==> src/design/kmd_pkg.sv <==
package kmd_pkg;

  localparam int ROWS      = 4;
  localparam int COLS      = 8;
  localparam int KEYS      = ROWS * COLS;
  localparam int KEY_W     = (KEYS > 1) ? $clog2(KEYS) : 1;
  localparam int ROW_W     = 2;
  localparam int COL_W     = 3;
  localparam int TIME_W    = 32;
  localparam int DEB_W     = 16;
  localparam int MASK_BITS = 32;

  localparam logic [DEB_W-1:0] DEBOUNCE_RESET = 16'd50;

  localparam logic [1:0] ST_IDLE     = 2'd0;
  localparam logic [1:0] ST_PRESSED  = 2'd1;
  localparam logic [1:0] ST_HELD     = 2'd2;
  localparam logic [1:0] ST_RELEASED = 2'd3;

  localparam logic [1:0] EV_NONE    = 2'd0;
  localparam logic [1:0] EV_PRESS   = 2'd1;
  localparam logic [1:0] EV_RELEASE = 2'd2;
  localparam logic [1:0] EV_HELD    = 2'd3;

  typedef struct packed {
    logic [ROW_W-1:0]  row;
    logic [COL_W-1:0]  col;
    logic              raw;
    logic [TIME_W-1:0] now;
  } item_t;

  typedef struct packed {
    logic              level;
    logic [TIME_W-1:0] stamp;
    logic [1:0]        status;
  } key_state_t;

  typedef struct packed {
    logic                 wr;
    key_state_t           st;
    logic [MASK_BITS-1:0] mask;
    logic [1:0]           ev;
    logic                 changed;
  } step_t;

  function automatic logic in_matrix(input logic [ROW_W-1:0] row,
                                     input logic [COL_W-1:0] col);
    return (int'(row) < ROWS) && (int'(col) < COLS);
  endfunction

  function automatic logic [KEY_W-1:0] key_index(input logic [ROW_W-1:0] row,
                                                 input logic [COL_W-1:0] col);
    return KEY_W'(int'(row) * COLS + int'(col));
  endfunction

endpackage

==> src/design/key_matrix_debouncer.sv <==
// channel   | handshake             | payload
// ----------+-----------------------+--------------------------------------
// input     | in_valid / in_stall   | key_row, key_col, raw_pressed, now_ms
// output    | out_valid / out_stall | button_mask, key_event, mask_changed
// config    | cfg_wr_en             | cfg_wr_data (debounce_ms)
//
// One request per cycle while out_stall is low; a request passes the input
// register, then the key update lands in the result register and the per-key
// state at once. Throughput is set by the key table's read-modify-write.
// rst is synchronous: clears both stages, the key table, the mask, and loads
// a 50 ms debounce. in_stall rises only when both stages hold requests and
// out_stall is high.
module key_matrix_debouncer (
  input  logic                          clk,
  input  logic                          rst,
  input  logic                          in_valid,
  output logic                          in_stall,
  input  logic [kmd_pkg::ROW_W-1:0]     key_row,
  input  logic [kmd_pkg::COL_W-1:0]     key_col,
  input  logic                          raw_pressed,
  input  logic [kmd_pkg::TIME_W-1:0]    now_ms,
  output logic                          out_valid,
  input  logic                          out_stall,
  output logic [kmd_pkg::MASK_BITS-1:0] button_mask,
  output logic [1:0]                    key_event,
  output logic                          mask_changed,
  input  logic                          cfg_wr_en,
  input  logic [kmd_pkg::DEB_W-1:0]     cfg_wr_data
);
  import kmd_pkg::*;

  logic                 s1_valid;
  item_t                s1_item;
  logic [DEB_W-1:0]     debounce_ms;
  logic                 out_free;
  logic                 advance;
  key_state_t           cur_state;
  logic [MASK_BITS-1:0] cur_mask;
  step_t                res;
  logic [KEY_W-1:0]     s1_idx;

  assign out_free = !out_valid || !out_stall;
  assign advance  = s1_valid && out_free;
  assign in_stall = s1_valid && !out_free;
  assign s1_idx   = key_index(s1_item.row, s1_item.col);

  always_ff @(posedge clk) begin
    if (rst) begin
      debounce_ms <= DEBOUNCE_RESET;
    end else if (cfg_wr_en) begin
      debounce_ms <= cfg_wr_data;
    end
  end

  always_ff @(posedge clk) begin
    if (rst) begin
      s1_valid <= 1'b0;
    end else if (!in_stall) begin
      s1_valid <= in_valid;
    end
  end

  always_ff @(posedge clk) begin
    if (in_valid && !in_stall) begin
      s1_item <= '{row: key_row, col: key_col, raw: raw_pressed, now: now_ms};
    end
  end

  kmd_key_store u_store (
    .clk      (clk),
    .rst      (rst),
    .rd_idx   (s1_idx),
    .rd_state (cur_state),
    .mask     (cur_mask),
    .wr_en    (advance && res.wr),
    .wr_idx   (s1_idx),
    .wr_state (res.st),
    .wr_mask  (res.mask)
  );

  kmd_step u_step (
    .item        (s1_item),
    .cur         (cur_state),
    .mask_in     (cur_mask),
    .debounce_ms (debounce_ms),
    .res         (res)
  );

  always_ff @(posedge clk) begin
    if (rst) begin
      out_valid <= 1'b0;
    end else if (out_free) begin
      out_valid <= s1_valid;
    end
  end

  always_ff @(posedge clk) begin
    if (advance) begin
      button_mask  <= res.mask;
      key_event    <= res.ev;
      mask_changed <= res.changed;
    end
  end

endmodule

==> src/design/kmd_key_store.sv <==
module kmd_key_store (
  input  logic                          clk,
  input  logic                          rst,
  input  logic [kmd_pkg::KEY_W-1:0]     rd_idx,
  output kmd_pkg::key_state_t           rd_state,
  output logic [kmd_pkg::MASK_BITS-1:0] mask,
  input  logic                          wr_en,
  input  logic [kmd_pkg::KEY_W-1:0]     wr_idx,
  input  kmd_pkg::key_state_t           wr_state,
  input  logic [kmd_pkg::MASK_BITS-1:0] wr_mask
);
  import kmd_pkg::*;

  key_state_t keys [KEYS];

  assign rd_state = keys[rd_idx];

  always_ff @(posedge clk) begin
    if (rst) begin
      for (int i = 0; i < KEYS; i++) begin
        keys[i] <= '{level: 1'b0, stamp: '0, status: ST_IDLE};
      end
      mask <= '0;
    end else if (wr_en) begin
      keys[wr_idx] <= wr_state;
      mask         <= wr_mask;
    end
  end

endmodule

==> src/design/kmd_step.sv <==
module kmd_step (
  input  kmd_pkg::item_t                item,
  input  kmd_pkg::key_state_t           cur,
  input  logic [kmd_pkg::MASK_BITS-1:0] mask_in,
  input  logic [kmd_pkg::DEB_W-1:0]     debounce_ms,
  output kmd_pkg::step_t                res
);
  import kmd_pkg::*;

  logic [KEY_W-1:0]     idx;
  logic [TIME_W-1:0]    elapsed;
  logic [MASK_BITS-1:0] bitv;

  assign idx     = key_index(item.row, item.col);
  assign elapsed = item.now - cur.stamp;  // wraps mod 2^32
  // keys past the mask width still run their status but own no bit
  assign bitv    = (int'(idx) < MASK_BITS) ? (MASK_BITS'(1) << idx) : '0;

  always_comb begin
    res.wr      = 1'b0;
    res.st      = cur;
    res.mask    = mask_in;
    res.ev      = EV_NONE;
    res.changed = 1'b0;
    if (in_matrix(item.row, item.col)) begin
      res.wr = 1'b1;
      if (item.raw != cur.level) begin
        res.st.level = item.raw;
        res.st.stamp = item.now;
      end else if (elapsed >= TIME_W'(debounce_ms)) begin
        if (item.raw && (cur.status inside {ST_IDLE, ST_RELEASED})) begin
          res.st.status = ST_PRESSED;
          res.mask      = mask_in | bitv;
          res.ev        = EV_PRESS;
          res.changed   = 1'b1;
        end else if (!item.raw && (cur.status inside {ST_PRESSED, ST_HELD})) begin
          res.st.status = ST_RELEASED;
          res.mask      = mask_in & ~bitv;
          res.ev        = EV_RELEASE;
          res.changed   = 1'b1;
        end else if (cur.status == ST_PRESSED) begin
          res.st.status = ST_HELD;
          res.ev        = EV_HELD;
        end
      end
    end
  end

endmodule

==> config.mk <==
export PLATFORM = sky130hd
export DESIGN_NAME = key_matrix_debouncer
export DESIGN_NICKNAME = d
export VERILOG_FILES = /design/src/design/kmd_pkg.sv /design/src/design/key_matrix_debouncer.sv /design/src/design/kmd_key_store.sv /design/src/design/kmd_step.sv
export SDC_FILE = /design/constraint.sdc
export NUM_CORES = 2
export LEC_CHECK = 0
export ABC_CLOCK_PERIOD_IN_PS = 7100
export BUFFER_PORTS_ARGS = -buffer_cell sky130_fd_sc_hd__buf_4
export CORE_ASPECT_RATIO = 0.9
export CORE_MARGIN = 1
export CORE_UTILIZATION = 57
export CTS_CLUSTER_SIZE = 40
export DETAILED_ROUTE_END_ITERATION = 16
export GPL_ROUTABILITY_DRIVEN = 0
export HOLD_SLACK_MARGIN = 0.15
export PLACE_DENSITY = 0.76
export SYNTH_ARGS = -nofsm -noshare
export SYNTH_HDL_FRONTEND = slang
export SYNTH_SLANG_ARGS = --single-unit
export TNS_END_PERCENT = 50
==> constraint.sdc <==
create_clock -name clk -period 7.1 [get_ports clk]
set_input_delay 1.065 -clock clk [delete_from_list [all_inputs] [get_ports clk]]
set_output_delay 1.065 -clock clk [all_outputs]
set_load 0.05 [all_outputs]
==> results.sh <==
export IMPL_outcome="completed"
export IMPL_routed_via_count=37858
export IMPL_synth_top_area_cell="edfxtp_1"
export IMPL_dr_wl_met3_um=31800
export IMPL_ant_nets=0
export IMPL_slowest_stage="mux4_2"
export IMPL_clockRootBuffer="clkbuf_16"
export IMPL_cts_hold_buf=0
export IMPL_grt_pass1_vias=36151
export IMPL_ir_drop_mv=0.248
export IMPL_vias_per_cell=7.06
export IMPL_crit_type="register to register"
export IMPL_slew_limit_headroom=0.0825
export IMPL_synth_compound_area_frac=0.0533
export IMPL_maxCapViolations=0
export IMPL_arrival_ns=7.33
export IMPL_tritoncts="yes"
export IMPL_r2r_worst_path_cells=26
export IMPL_yosysSeqAreaShare=0.669
export IMPL_dp_hpwl_um=98300
export IMPL_fin_hold_ws_ns=0.476
export IMPL_syn2layout_area_growth_pct=12.4
export IMPL_synth_cells=3984
export IMPL_rows=107
export IMPL_setup_tns_final_ns=0
export IMPL_htreeDepth=3
export IMPL_dr_wl_met2_um=76400
export IMPL_syn_area_mm2=0.0550
export IMPL_cts_path_max_buffers=3
export IMPL_p_leak_nw=21.9
export IMPL_period_minus_slack_ns=6.77
export IMPL_rsz0062_at_grt="no"
export IMPL_clock_latency_ns=0.73
export IMPL_fin_worst_skew_ns=0.0416
export IMPL_synthAdderAreaFrac=0.0128
export IMPL_drive_gt1_frac=0.210
export IMPL_critPathBufInv=5
export IMPL_portBuffers=95
export IMPL_synth_top_area_frac=0.651
export IMPL_cpMostUsedCell="buf_12"
export IMPL_drt_iter0_drc=7058
export IMPL_synth_distinct_cells=75
export IMPL_routed_top_layer="met5"
export IMPL_fmax_mhz=148
export IMPL_hold_depth=2
export IMPL_yosysWarnings=0
export IMPL_muxShareOfSynthArea=0.117
export IMPL_drv_slew=0
export IMPL_synth_xor_area_share=0.00284
export IMPL_chipHeight_um=297
export IMPL_syn_num_nets=4098
export IMPL_synth_commonest_cells="edfxtp_1 (1193), nor2_1 (1131), clkbuf_1 (301)"
export IMPL_track_usage=0.358
export IMPL_wl_met1_um=58300
export IMPL_grt_overflow=0
export IMPL_num_io_pins=96
export IMPL_synth_most_common_cell="edfxtp_1"
export IMPL_drc=0
export IMPL_clk_pin_slew_worst_paths_ns=0.07
export IMPL_synth_simple_gate_area_frac=0.116
export IMPL_hold_viol=0
export IMPL_core_area_mm2=0.0952
export IMPL_multi_input_area_mm2=0.0171
export IMPL_setup_viol=0
export IMPL_ys_ff_latch=1243
export IMPL_async_reset_ff_frac=0
export IMPL_die_area_mm2=0.0978
export IMPL_cts_buffers=117
export IMPL_tightest_slew_ns=1.37
export IMPL_antenna_found_initial=4
export IMPL_cpPeakStageDelay_ns=0.55
export IMPL_clkSinkCount=1243
export IMPL_routed_wl_um=177000
export IMPL_synth_top_family_by_area="multiplexers"
export IMPL_finalCritPeriodShare=0.954
export IMPL_drtPass1Iterations=7
export IMPL_grt_pass1_wl_um=249000
export IMPL_hold_class="register to register"
export IMPL_nets=4126
export IMPL_synthTopCellsByArea="edfxtp_1 (65%), mux4_2 (11%), nor2_1 (7.7%), clkbuf_1 (2.1%), dfxtp_1 (1.8%)"
export IMPL_critPathMaxFanout=32
export IMPL_p_per_area_mw_per_mm2=276
export IMPL_synthFlopType="edfxtp_1"
export IMPL_initial_core_util=0.578
export IMPL_cp_depth=26
export IMPL_endpoint_kind="register"
export IMPL_synth_area_per_cell_um2=13.8
export IMPL_n_fill_cell=6451
export IMPL_total_power_mw=17.0
export IMPL_cp_start_kind="register"
export IMPL_synth_edf_count=1193
export IMPL_fp_dieW_um=330
export IMPL_required_ns=7.65
export IMPL_crit_family="compound AO/OA/AOI/OAI gates"
export IMPL_regArea_mm2=0.0368
export IMPL_drt_wirelength_per_cell_um=33.0
export IMPL_grt_max_degree=80
cell families after synthesis:
logic type	after synthesis
compound gates	412
mux	303
buf+inv	398
fa+ha+maj	55
simple gates	1556
xor+xnor	17
flops	1243
timing repair:
action | CTS | global route
setup buffers | 0 | 7
endpoints found under the hold margin | 0 | 0
gates resized for setup | 0 | 23
setup endpoints to repair | 0 | 131
sequential cells by signal, summed over array words and instances (netlist names):
register	cells
debounce_ms	16
u_store.keys	1120
out_valid	1
s1_item	38
key_event	2
button_mask	32
u_store.mask	32
s1_valid	1
mask_changed	1
worst register-to-register path, cell delays in order, from the launching register on:
cell and delay [ns]:
edfxtp_1 0.41, buf_12 0.24, buf_4 0.25, mux4_2 0.55, a221oi_2 0.27, nand3_1 0.21
ha_1 0.27, fa_1 0.43, nand2b_1 0.20, a21oi_2 0.20, o21ai_1 0.12, o31a_1 0.28
xnor2_1 0.14, ha_1 0.31, a21oi_1 0.17, nand2_1 0.09, a221oi_2 0.23, o2111ai_1 0.14
a2111oi_1 0.41, nand4_1 0.15, a2111o_1 0.40, nor4_4 0.29, buf_12 0.18, buf_12 0.19
nor4_4 0.07, buf_12 0.18, nor3_1 0.20
power by group:
group	switching [mW]	total, mW	internal, mW
Sequential	0.105	8.38	8.28
Clock	2.81	6.38	3.56
Combinational	1.58	2.28	0.700
final timing paths:
| path | from | to | slack, ns |
|---|---|---|---|
| max reg2reg | s1_item[33] | u_store.keys[29][1] | 0.33 |
| min | u_store.mask[7] | u_store.mask[7] | 0.48 |
| min reg2reg | u_store.mask[7] | u_store.mask[7] | 0.48 |
| max | s1_item[33] | u_store.keys[29][1] | 0.33 |
metal layers:
metal  global-route usage  vias to the layer above
met2                0.518                     3814
li1                     -                    14915
met1                0.478                    18393
met3                0.137                      728
met4                0.172                        8
met5              0.00198                        -
cell type report:
cell class | instances | share of cell area
multi-input cells | 2344 | 0.276
well taps | 1253 | 0.0254
clock buffers | 141 | 0.0503
clock inverters | 77 | 0.0120
diodes | 1 | 0.0000405
inverters | 33 | 0.00200
repair buffers | 273 | 0.0384
flip-flops and latches | 1243 | 0.596
placed cells by master (no fill, tap or decap), types with 7 or more instances in the layout:
cell type	n
nand2_2	60
o21ai_0	58
a21o_1	9
nand2_1	108
nand3_1	21
clkbuf_16	123
o211ai_1	27
clkinv_1	22
a22o_1	36
o21ai_2	30
nor2_1	1127
nor2b_1	17
xnor2_1	14
clkinv_2	31
ha_1	52
inv_1	32
nand2b_1	13
dfxtp_1	50
a2bb2oi_1	22
o21a_1	7
edfxtp_1	1193
a21oi_1	39
o41ai_1	9
o22ai_1	8
clkbuf_1	18
or3_1	7
nand4_1	17
mux2i_1	27
o31ai_1	11
a221oi_1	30
bufinv_16	12
buf_4	248
and3_1	28
a22oi_1	73
mux4_2	274
buf_12	18
nor3_1	103
metrics by stage:
stage	utilization	worst slack (ns)	cells	cell area [um2]
final	0.649	0.326	5365	61800
after floorplan	-	0.181	3984	55000
after CTS	0.647	0.145	5353	61600
after detailed placement	0.607	0.217	5135	57700
after global placement	0.607	0.470	5135	57700
after global routing	0.649	0.0326	5364	61800
No activity file was read; power rests on OpenSTA's default activity.
